===== config.mk =====
export PLATFORM = sky130hd
export DESIGN_NAME = float32_scale_by_power_of_two_core
export DESIGN_NICKNAME = d
export VERILOG_FILES = /design/src/rtl/core/fsp2_pkg.sv /design/src/rtl/core/fsp2_decode.sv /design/src/rtl/core/fsp2_norm.sv /design/src/rtl/core/fsp2_pack.sv /design/src/rtl/core/float32_scale_by_power_of_two_core.sv
export SDC_FILE = /design/constraint.sdc
export NUM_CORES = 1
export LEC_CHECK = 0
export BUFFER_PORTS_ARGS = -buffer_cell sky130_fd_sc_hd__clkbuf_2
export CAP_MARGIN = 40
export CORE_ASPECT_RATIO = 1.4
export CORE_MARGIN = 2
export CORE_UTILIZATION = 60
export DETAILED_ROUTE_END_ITERATION = 6
export PLACE_DENSITY = 0.81
export SETUP_SLACK_MARGIN = 0.1
export SLEW_MARGIN = 0
export SYNTH_ARGS = -nofsm -noshare
export SYNTH_HDL_FRONTEND = slang
export SYNTH_SLANG_ARGS = --single-unit

===== constraint.sdc =====
create_clock -name clk_i -period 5.7 [get_ports clk_i]
set_input_delay 1.14 -clock clk_i [delete_from_list [all_inputs] [get_ports clk_i]]
set_output_delay 1.14 -clock clk_i [all_outputs]
set_load 0.02 [all_outputs]

===== src/rtl/core/fsp2_pkg.sv =====
package fsp2_pkg;

  localparam int unsigned ExpW  = 8;
  localparam int unsigned FracW = 23;
  localparam int unsigned CntW  = 9;
  localparam int unsigned ShW   = 6;

  localparam logic [ExpW-1:0] ExpMax    = 8'hFF;
  localparam logic [ExpW-1:0] ExpMaxFin = 8'd254;
  localparam logic [CntW-1:0] SatCount  = 9'd277;

  typedef struct packed {
    logic              sign;
    logic              pass;
    logic              down;
    logic [ExpW-1:0]   exp;
    logic [FracW-1:0]  frac;
    logic [CntW-1:0]   count;
    logic [31:0]       orig;
  } dec_t;

  typedef struct packed {
    logic              sign;
    logic              pass;
    logic              down;
    logic [FracW:0]    sig;
    logic signed [10:0] enew;
    logic [31:0]       orig;
  } norm_t;

  function automatic logic [4:0] lzc23(input logic [FracW-1:0] m);
    logic [4:0] n;
    logic       found;
    n = 5'd0;
    found = 1'b0;
    for (int i = FracW - 1; i >= 0; i--) begin
      if (!found && m[i]) begin
        found = 1'b1;
        n = 5'(FracW - 1 - i);
      end
    end
    return n;
  endfunction

endpackage


===== src/rtl/core/fsp2_decode.sv =====
module fsp2_decode (
  input  logic          [31:0]        value_bits_i,
  input  logic                        direction_i,
  input  logic [fsp2_pkg::CntW-1:0]   shift_count_i,
  output fsp2_pkg::dec_t              dec_o
);

  logic [fsp2_pkg::ExpW-1:0]  e;
  logic [fsp2_pkg::FracW-1:0] m;
  logic [fsp2_pkg::CntW-1:0]  c;

  always_comb begin
    e = value_bits_i[30:23];
    m = value_bits_i[22:0];
    c = (shift_count_i > fsp2_pkg::SatCount) ? fsp2_pkg::SatCount : shift_count_i;
    dec_o.sign  = value_bits_i[31];
    dec_o.down  = direction_i;
    dec_o.exp   = e;
    dec_o.frac  = m;
    dec_o.count = c;
    dec_o.orig  = value_bits_i;
    dec_o.pass  = (c == '0) || (e == fsp2_pkg::ExpMax) || ((e == '0) && (m == '0));
  end

endmodule


===== src/rtl/core/fsp2_norm.sv =====
module fsp2_norm (
  input  fsp2_pkg::dec_t  dec_i,
  output fsp2_pkg::norm_t norm_o
);

  logic [4:0]         lz;
  logic signed [10:0] eff;
  logic [fsp2_pkg::FracW:0] sig;

  always_comb begin
    lz  = fsp2_pkg::lzc23(dec_i.frac);
    if (dec_i.exp == '0) begin
      sig = {1'b0, dec_i.frac} << (lz + 5'd1);
      eff = -11'sd0 - 11'(lz);
    end else begin
      sig = {1'b1, dec_i.frac};
      eff = 11'(dec_i.exp);
    end
    norm_o.sign = dec_i.sign;
    norm_o.pass = dec_i.pass;
    norm_o.down = dec_i.down;
    norm_o.orig = dec_i.orig;
    norm_o.sig  = sig;
    norm_o.enew = dec_i.down ? eff - 11'(dec_i.count) : eff + 11'(dec_i.count);
  end

endmodule


===== src/rtl/core/fsp2_pack.sv =====
module fsp2_pack (
  input  fsp2_pkg::norm_t norm_i,
  output logic [31:0]     result_o
);

  logic [fsp2_pkg::FracW:0] sh;
  logic [8:0]               amt;

  always_comb begin
    amt = 9'(11'sd1 - norm_i.enew);
    sh  = (amt > 9'd24) ? '0 : (norm_i.sig >> amt);
    if (norm_i.pass) begin
      result_o = norm_i.orig;
    end else if (norm_i.enew > 11'sd254) begin
      result_o = {norm_i.sign, fsp2_pkg::ExpMax, 23'd0};
    end else if (norm_i.enew >= 11'sd1) begin
      result_o = {norm_i.sign, norm_i.enew[7:0], norm_i.sig[22:0]};
    end else begin
      result_o = {norm_i.sign, 8'd0, sh[22:0]};
    end
  end

endmodule


===== src/rtl/core/float32_scale_by_power_of_two_core.sv =====
// Scale a single-precision bit pattern by a power of two.
// Input stream: s_axis, tdata = value_bits[31:0], direction[32], shift_count[41:33].
// Output stream: m_axis, tdata = result_bits.
// Three register stages: decode, normalize plus exponent add, pack.
// An accepted input beat passes the decode, normalize and pack registers in
// order, and m_axis_tvalid rises once the beat is held in the pack register.
// Throughput is one beat per cycle while no stall on m_axis_tready backs up the pipe.
// Each stage advances when its successor is empty or advancing, so a
// stall on m_axis_tready backs up through the pipe without loss and
// s_axis_tready drops only when all stages are full and m_axis_tready is low.
// Reset clears all valid bits; data registers are not reset.
// Large counts saturate at 277; NaN, infinity, zero and count zero pass.
// Underflow truncates toward zero rather than rounding.
module float32_scale_by_power_of_two_core (
  input  logic        clk_i,
  input  logic        rst_ni,
  input  logic        s_axis_tvalid,
  output logic        s_axis_tready,
  input  logic [47:0] s_axis_tdata,   // value_bits[31:0], direction[32], shift_count[41:33]
  output logic        m_axis_tvalid,
  input  logic        m_axis_tready,
  output logic [31:0] m_axis_tdata    // result_bits[31:0]
);

  fsp2_pkg::dec_t  dec_d, dec_q;
  fsp2_pkg::norm_t norm_d, norm_q;
  logic [31:0]     res_d, res_q;
  logic            v1_q, v2_q, v3_q;
  logic            en1, en2, en3;

  assign en3 = !v3_q || m_axis_tready;
  assign en2 = !v2_q || en3;
  assign en1 = !v1_q || en2;
  assign s_axis_tready = en1;
  assign m_axis_tvalid = v3_q;
  assign m_axis_tdata  = res_q;

  fsp2_decode u_dec (
    .value_bits_i  (s_axis_tdata[31:0]),
    .direction_i   (s_axis_tdata[32]),
    .shift_count_i (s_axis_tdata[41:33]),
    .dec_o         (dec_d)
  );

  fsp2_norm u_norm (.dec_i(dec_q), .norm_o(norm_d));
  fsp2_pack u_pack (.norm_i(norm_q), .result_o(res_d));

  always_ff @(posedge clk_i or negedge rst_ni) begin
    if (!rst_ni) begin
      v1_q <= 1'b0;
      v2_q <= 1'b0;
      v3_q <= 1'b0;
    end else begin
      if (en1) v1_q <= s_axis_tvalid;
      if (en2) v2_q <= v1_q;
      if (en3) v3_q <= v2_q;
    end
  end

  always_ff @(posedge clk_i) begin
    if (en1) dec_q  <= dec_d;
    if (en2) norm_q <= norm_d;
    if (en3) res_q  <= res_d;
  end

endmodule


==> impl_results.html <==
<table>
<tr><th>Metric</th><th>Value</th></tr>
<tr><th colspan="2">Synthesis</th></tr>
<tr><td>Number of distinct library cells after synthesis</td><td>72</td></tr>
<tr><td>Gate count of the mapped netlist</td><td>798</td></tr>
<tr><td>Share of synthesized registers carrying an async set or reset</td><td>0.0205</td></tr>
<tr><td>Most used DFF post-synth</td><td>edfxtp_1</td></tr>
<tr><td>Share of the yosys chip area belonging to registers</td><td>0.495</td></tr>
<tr><td>Syn Std Cell Area</td><td>8820 um2</td></tr>
<tr><td>EDFF count, synth</td><td>~140</td></tr>
<tr><td>Mean post-synth cell area</td><td>11.1 um2</td></tr>
<tr><td>Yosys warning total</td><td>0</td></tr>
<tr><td>Synth Net Count</td><td>867</td></tr>
<tr><td>Number of synthesized register bits</td><td>146</td></tr>
<tr><th colspan="2">Global route</th></tr>
<tr><td>Overflow left after global routing</td><td>0</td></tr>
<tr><td>Pin count of the biggest net entering global routing</td><td>70</td></tr>
<tr><td>Antenna violations before repair</td><td>0</td></tr>
<tr><td>First-pass GRT wire length</td><td>38,100 um</td></tr>
<tr><td>Total GRT Usage</td><td>0.321</td></tr>
<tr><td>Via count of the first global-routing pass</td><td>slightly above 7k</td></tr>
<tr><th colspan="2">Timing</th></tr>
<tr><td>Number of max-slew violations in the final report</td><td>0</td></tr>
<tr><td>Clock tree skew after final layout</td><td>0.0170 ns</td></tr>
<tr><td>Post-Route Setup TNS</td><td>0 ns</td></tr>
<tr><td>Hold Fails Final Rpt</td><td>0</td></tr>
<tr><td>Worst slew pin tran</td><td>about 0.92 ns</td></tr>
<tr><td>Setup-violating endpoint count in the final report</td><td>0</td></tr>
<tr><td>Unrepaired setup endpoints after global routing</td><td>false</td></tr>
<tr><td>Final worst path period share</td><td>0.916</td></tr>
<tr><td>Max-slew headroom</td><td>0.388</td></tr>
<tr><td>Peak clock frequency supported by timing</td><td>192 MHz</td></tr>
<tr><td>Clock period minus final worst setup slack</td><td>roughly 5.2 ns</td></tr>
<tr><th colspan="2">Power</th></tr>
<tr><td>Share of power burned in registers</td><td>0.392</td></tr>
<tr><td>Leakage power figure</td><td>3.79 nW</td></tr>
<tr><td>Clock Power Share</td><td>0.261</td></tr>
<tr><td>Net switching component of the power</td><td>1.41 mW</td></tr>
<tr><td>Power density normalized to cell area</td><td>383 nW/um2</td></tr>
<tr><td>Cell-internal power</td><td>approximately 2.5 mW</td></tr>
<tr><td>Overall power consumption</td><td>3.87 mW</td></tr>
<tr><td>Part of the power in combinational logic</td><td>0.346</td></tr>
<tr><td>Switching power as a share of total power</td><td>0.364</td></tr>
<tr><td>Maximum vdd drop</td><td>227 uV</td></tr>
<tr><th colspan="2">Die</th></tr>
<tr><td>Initial Utilization</td><td>0.611</td></tr>
<tr><td>Vertical die dimension</td><td>147 um</td></tr>
<tr><td>Die area</td><td>15,700 um2</td></tr>
<tr><td>Row Count</td><td>52</td></tr>
<tr><td>Number of ports placed on the die boundary</td><td>86</td></tr>
<tr><td>Area inside the core boundary</td><td>roughly 14,000 um2</td></tr>
<tr><td>Die span in x</td><td>106 um</td></tr>
<tr><th colspan="2">Finish</th></tr>
<tr><td>Fraction of final layout cells sized beyond drive strength 1</td><td>0.223</td></tr>
<tr><td>Finished Core Util</td><td>0.700</td></tr>
<tr><td>Post-layout net count</td><td>957</td></tr>
<tr><td>Count of inserted antenna diode cells</td><td>0</td></tr>
<tr><td>Most common cell after layout, fill and taps aside</td><td>edfxtp_1</td></tr>
<tr><td>Total of fill cells in the finished design</td><td>1,060</td></tr>
<tr><td>Top library cells by usage in the layout, fill and taps aside</td><td>edfxtp_1, clkbuf_2, nand2_1</td></tr>
<tr><td>Area overhead of the layout relative to synthesis</td><td>14.6%</td></tr>
<tr><th colspan="2">Worst setup path</th></tr>
<tr><td>Largest fanout of any net on the critical path</td><td>10</td></tr>
<tr><td>Startpoint of the worst-slack reg-to-reg timing path</td><td>dec_q[55]</td></tr>
<tr><td>Worst-case reg-to-reg path depth</td><td>18</td></tr>
<tr><td>Endpoint of the lowest-slack register-to-register path</td><td>norm_q[41]</td></tr>
<tr><td>Required time worst endpoint</td><td>5.98 ns</td></tr>
<tr><td>Critical setup path kind</td><td>register to register</td></tr>
<tr><td>Kind of start point of the critical path</td><td>register</td></tr>
<tr><td>Crit path DAT</td><td>approximately 5.5 ns</td></tr>
<tr><td>Critical Path Sink Type</td><td>register</td></tr>
<tr><td>Slack of the worst reg-to-reg path</td><td>a little under 0.5 ns</td></tr>
<tr><th colspan="2">Hold path</th></tr>
<tr><td>Hold Crit Depth</td><td>0</td></tr>
<tr><td>Class of the most critical hold timing path</td><td>register to register</td></tr>
<tr><td>Worst hold endpoint</td><td>norm_q[69]</td></tr>
<tr><td>Hold path startpoint</td><td>dec_q[74]</td></tr>
<tr><th colspan="2">Clock tree</th></tr>
<tr><td>Clock H-tree levels</td><td>4</td></tr>
<tr><td>Cts bufs inserted</td><td>17</td></tr>
<tr><td>CTS hold repair buffers</td><td>0</td></tr>
<tr><td>Number of clock sinks</td><td>146</td></tr>
<tr><td>Clk Tree Root Cell</td><td>clkbuf_16</td></tr>
<tr><td>Maximum clock path buffer count</td><td>2</td></tr>
<tr><td>TritonCTS clock tree</td><td>done</td></tr>
<tr><td>Clock latency on the worst-skew pair</td><td>0.42 ns</td></tr>
<tr><td>Clock transition at path regs</td><td>0.07 ns</td></tr>
<tr><th colspan="2">Routing</th></tr>
<tr><td>Antenna-violating nets left</td><td>0</td></tr>
<tr><td>Routed length per placed instance</td><td>22.6 um</td></tr>
<tr><td>Via count</td><td>7,254</td></tr>
<tr><td>Avg Vias per Cell</td><td>6.66</td></tr>
<tr><td>Wirelength, routed</td><td>24,600 um</td></tr>
<tr><td>Number of DRC violations after detailed routing</td><td>0</td></tr>
<tr><td>First-pass iteration count of the detailed router</td><td>5</td></tr>
<tr><td>Detailed router's first-iteration violation count</td><td>550</td></tr>
<tr><th colspan="2">Outcome</th></tr>
<tr><td>Outcome</td><td>complete, no violations</td></tr>
<tr><th colspan="2">Placed design</th></tr>
<tr><td>HPWL Detailed</td><td>~18,000 um</td></tr>
<tr><td>Placer Congestion</td><td>1.01</td></tr>
<tr><td>Number of port buffers</td><td>79</td></tr>
<tr><th colspan="2">Run</th></tr>
<tr><td>Max-cap violations</td><td>0</td></tr>
</table>
registers in the layout, indices dropped and copies added, names as in the netlist:
register       flops
dec_q             43
v2_q               1
v1_q               1
norm_q            68
m_axis_tdata      32
m_axis_tvalid      1
how the worst max path moves through the flow:
stage | start | endpoint | slack, ns | cells after the start
after floorplan | dec_q[61] | norm_q[41] | 0.62 | 20
after CTS | dec_q[50] | norm_q[41] | 0.20 | 17
after detailed placement | dec_q[51] | norm_q[41] | 0.26 | 17
after global routing | dec_q[22] | norm_q[41] | 0.14 | 17
after global placement | dec_q[51] | norm_q[41] | 0.53 | 17
final | dec_q[55] | norm_q[41] | 0.48 | 18
logic make-up (layout without fill, tap and decap cells):
group,count (synthesis),count (layout),share of synthesized area
AO/OA/AOI/OAI,218,218,0.166
XOR/XNOR,20,20,0.0199
adder cells (fa/ha/maj),17,17,0.0250
buffers and inverters,73,176,0.0329
flip-flops,146,146,0.495
multiplexers,67,67,0.114
AND/OR/NAND/NOR,257,257,0.147
metrics by stage:
stage	hold WS (ns)	worst slack, ns	std cells	cell area (um2)
after floorplan	0.400	0.615	798	8820
after global placement	0.400	0.531	1046	9460
after detailed placement	0.405	0.265	1048	9480
after CTS	0.421	0.195	1080	10000
after global routing	0.425	0.140	1090	10100
final	0.422	0.481	1090	10100
worst max-delay path: stages, from the launching register on:
cell and delay [ns]:
edfxtp_1 0.58, nor4_4 0.42, nand4_1 0.12, buf_4 0.18
or4_1 0.47, o311ai_1 0.22, inv_1 0.11, ha_1 0.25
or2_2 0.30, a31o_2 0.25, ha_1 0.35, o21ai_0 0.14
a21boi_0 0.19, o21ai_1 0.19, a21boi_0 0.15, o21ai_0 0.26
a21boi_0 0.19, or4b_2 0.64, nand3_1 0.09
power by group through the flow:
stage / sequential [mW] / combinational (mW) / clock [mW]
floorplan: 1.54 / 0.874 / 0
global placement: 1.53 / 1.27 / 0
detailed placement: 1.54 / 1.30 / 0
CTS: 1.51 / 1.30 / 1.02
global route: 1.53 / 1.44 / 1.07
finish: 1.52 / 1.34 / 1.01
cells in the mapped netlist, types with 4 or more instances:
library cell / instances / area (um2)
a211oi_1: 16 / 120
a21boi_0: 7 / 52.6
a21o_1: 7 / 52.6
a21oi_1: 45 / 225
a221o_1: 4 / 40.0
a22o_1: 8 / 70.1
a22oi_1: 25 / 188
a31oi_1: 4 / 25.0
a32oi_1: 5 / 43.8
and2_1: 9 / 56.3
clkbuf_1: 38 / 143
edfxtp_1: 143 / 4290
ha_1: 16 / 200
inv_1: 25 / 93.8
mux2_2: 9 / 101
mux2i_1: 32 / 320
mux4_2: 26 / 586
nand2_1: 70 / 263
nand2b_1: 9 / 56.3
nand3_1: 7 / 35.0
nand4_1: 6 / 37.5
nor2_1: 67 / 251
nor2b_1: 14 / 87.6
nor3_1: 30 / 150
nor4_1: 18 / 113
o211ai_1: 6 / 45.0
o21ai_0: 52 / 260
o31a_1: 4 / 35.0
o31ai_1: 8 / 60.1
or2_2: 6 / 37.5
or4_1: 5 / 37.5
xnor2_1: 15 / 131
xor2_1: 5 / 43.8
cell type report:
| cell class | count | area [um2] | share of cell area |
|---|---|---|---|
| Clock buffer | 20 | 437 | 0.0432 |
| Clock inverter | 12 | 97.6 | 0.00965 |
| Inverter | 27 | 103 | 0.0101 |
| Multi-Input combinational cell | 579 | 4190 | 0.414 |
| Sequential cell | 146 | 4370 | 0.432 |
| Tap cell | 189 | 236 | 0.0234 |
| Timing Repair Buffer | 117 | 681 | 0.0673 |
what timing repair did:
item,in CTS,in global routing
gates resized for setup,0,4
endpoints found under the setup margin,0,2
buffers inserted,0,10
per-layer routing:
metal | global-route usage | part of all wire | vias to the layer above
met2 | 0.575 | 0.53 | 394
li1 | - | - | 3290
met5 | 0 | 0 | -
met1 | 0.378 | 0.36 | 3485
met4 | 0.164 | 0.046 | 0
met3 | 0.0397 | 0.058 | 85
(Power assumes the default switching activity.)
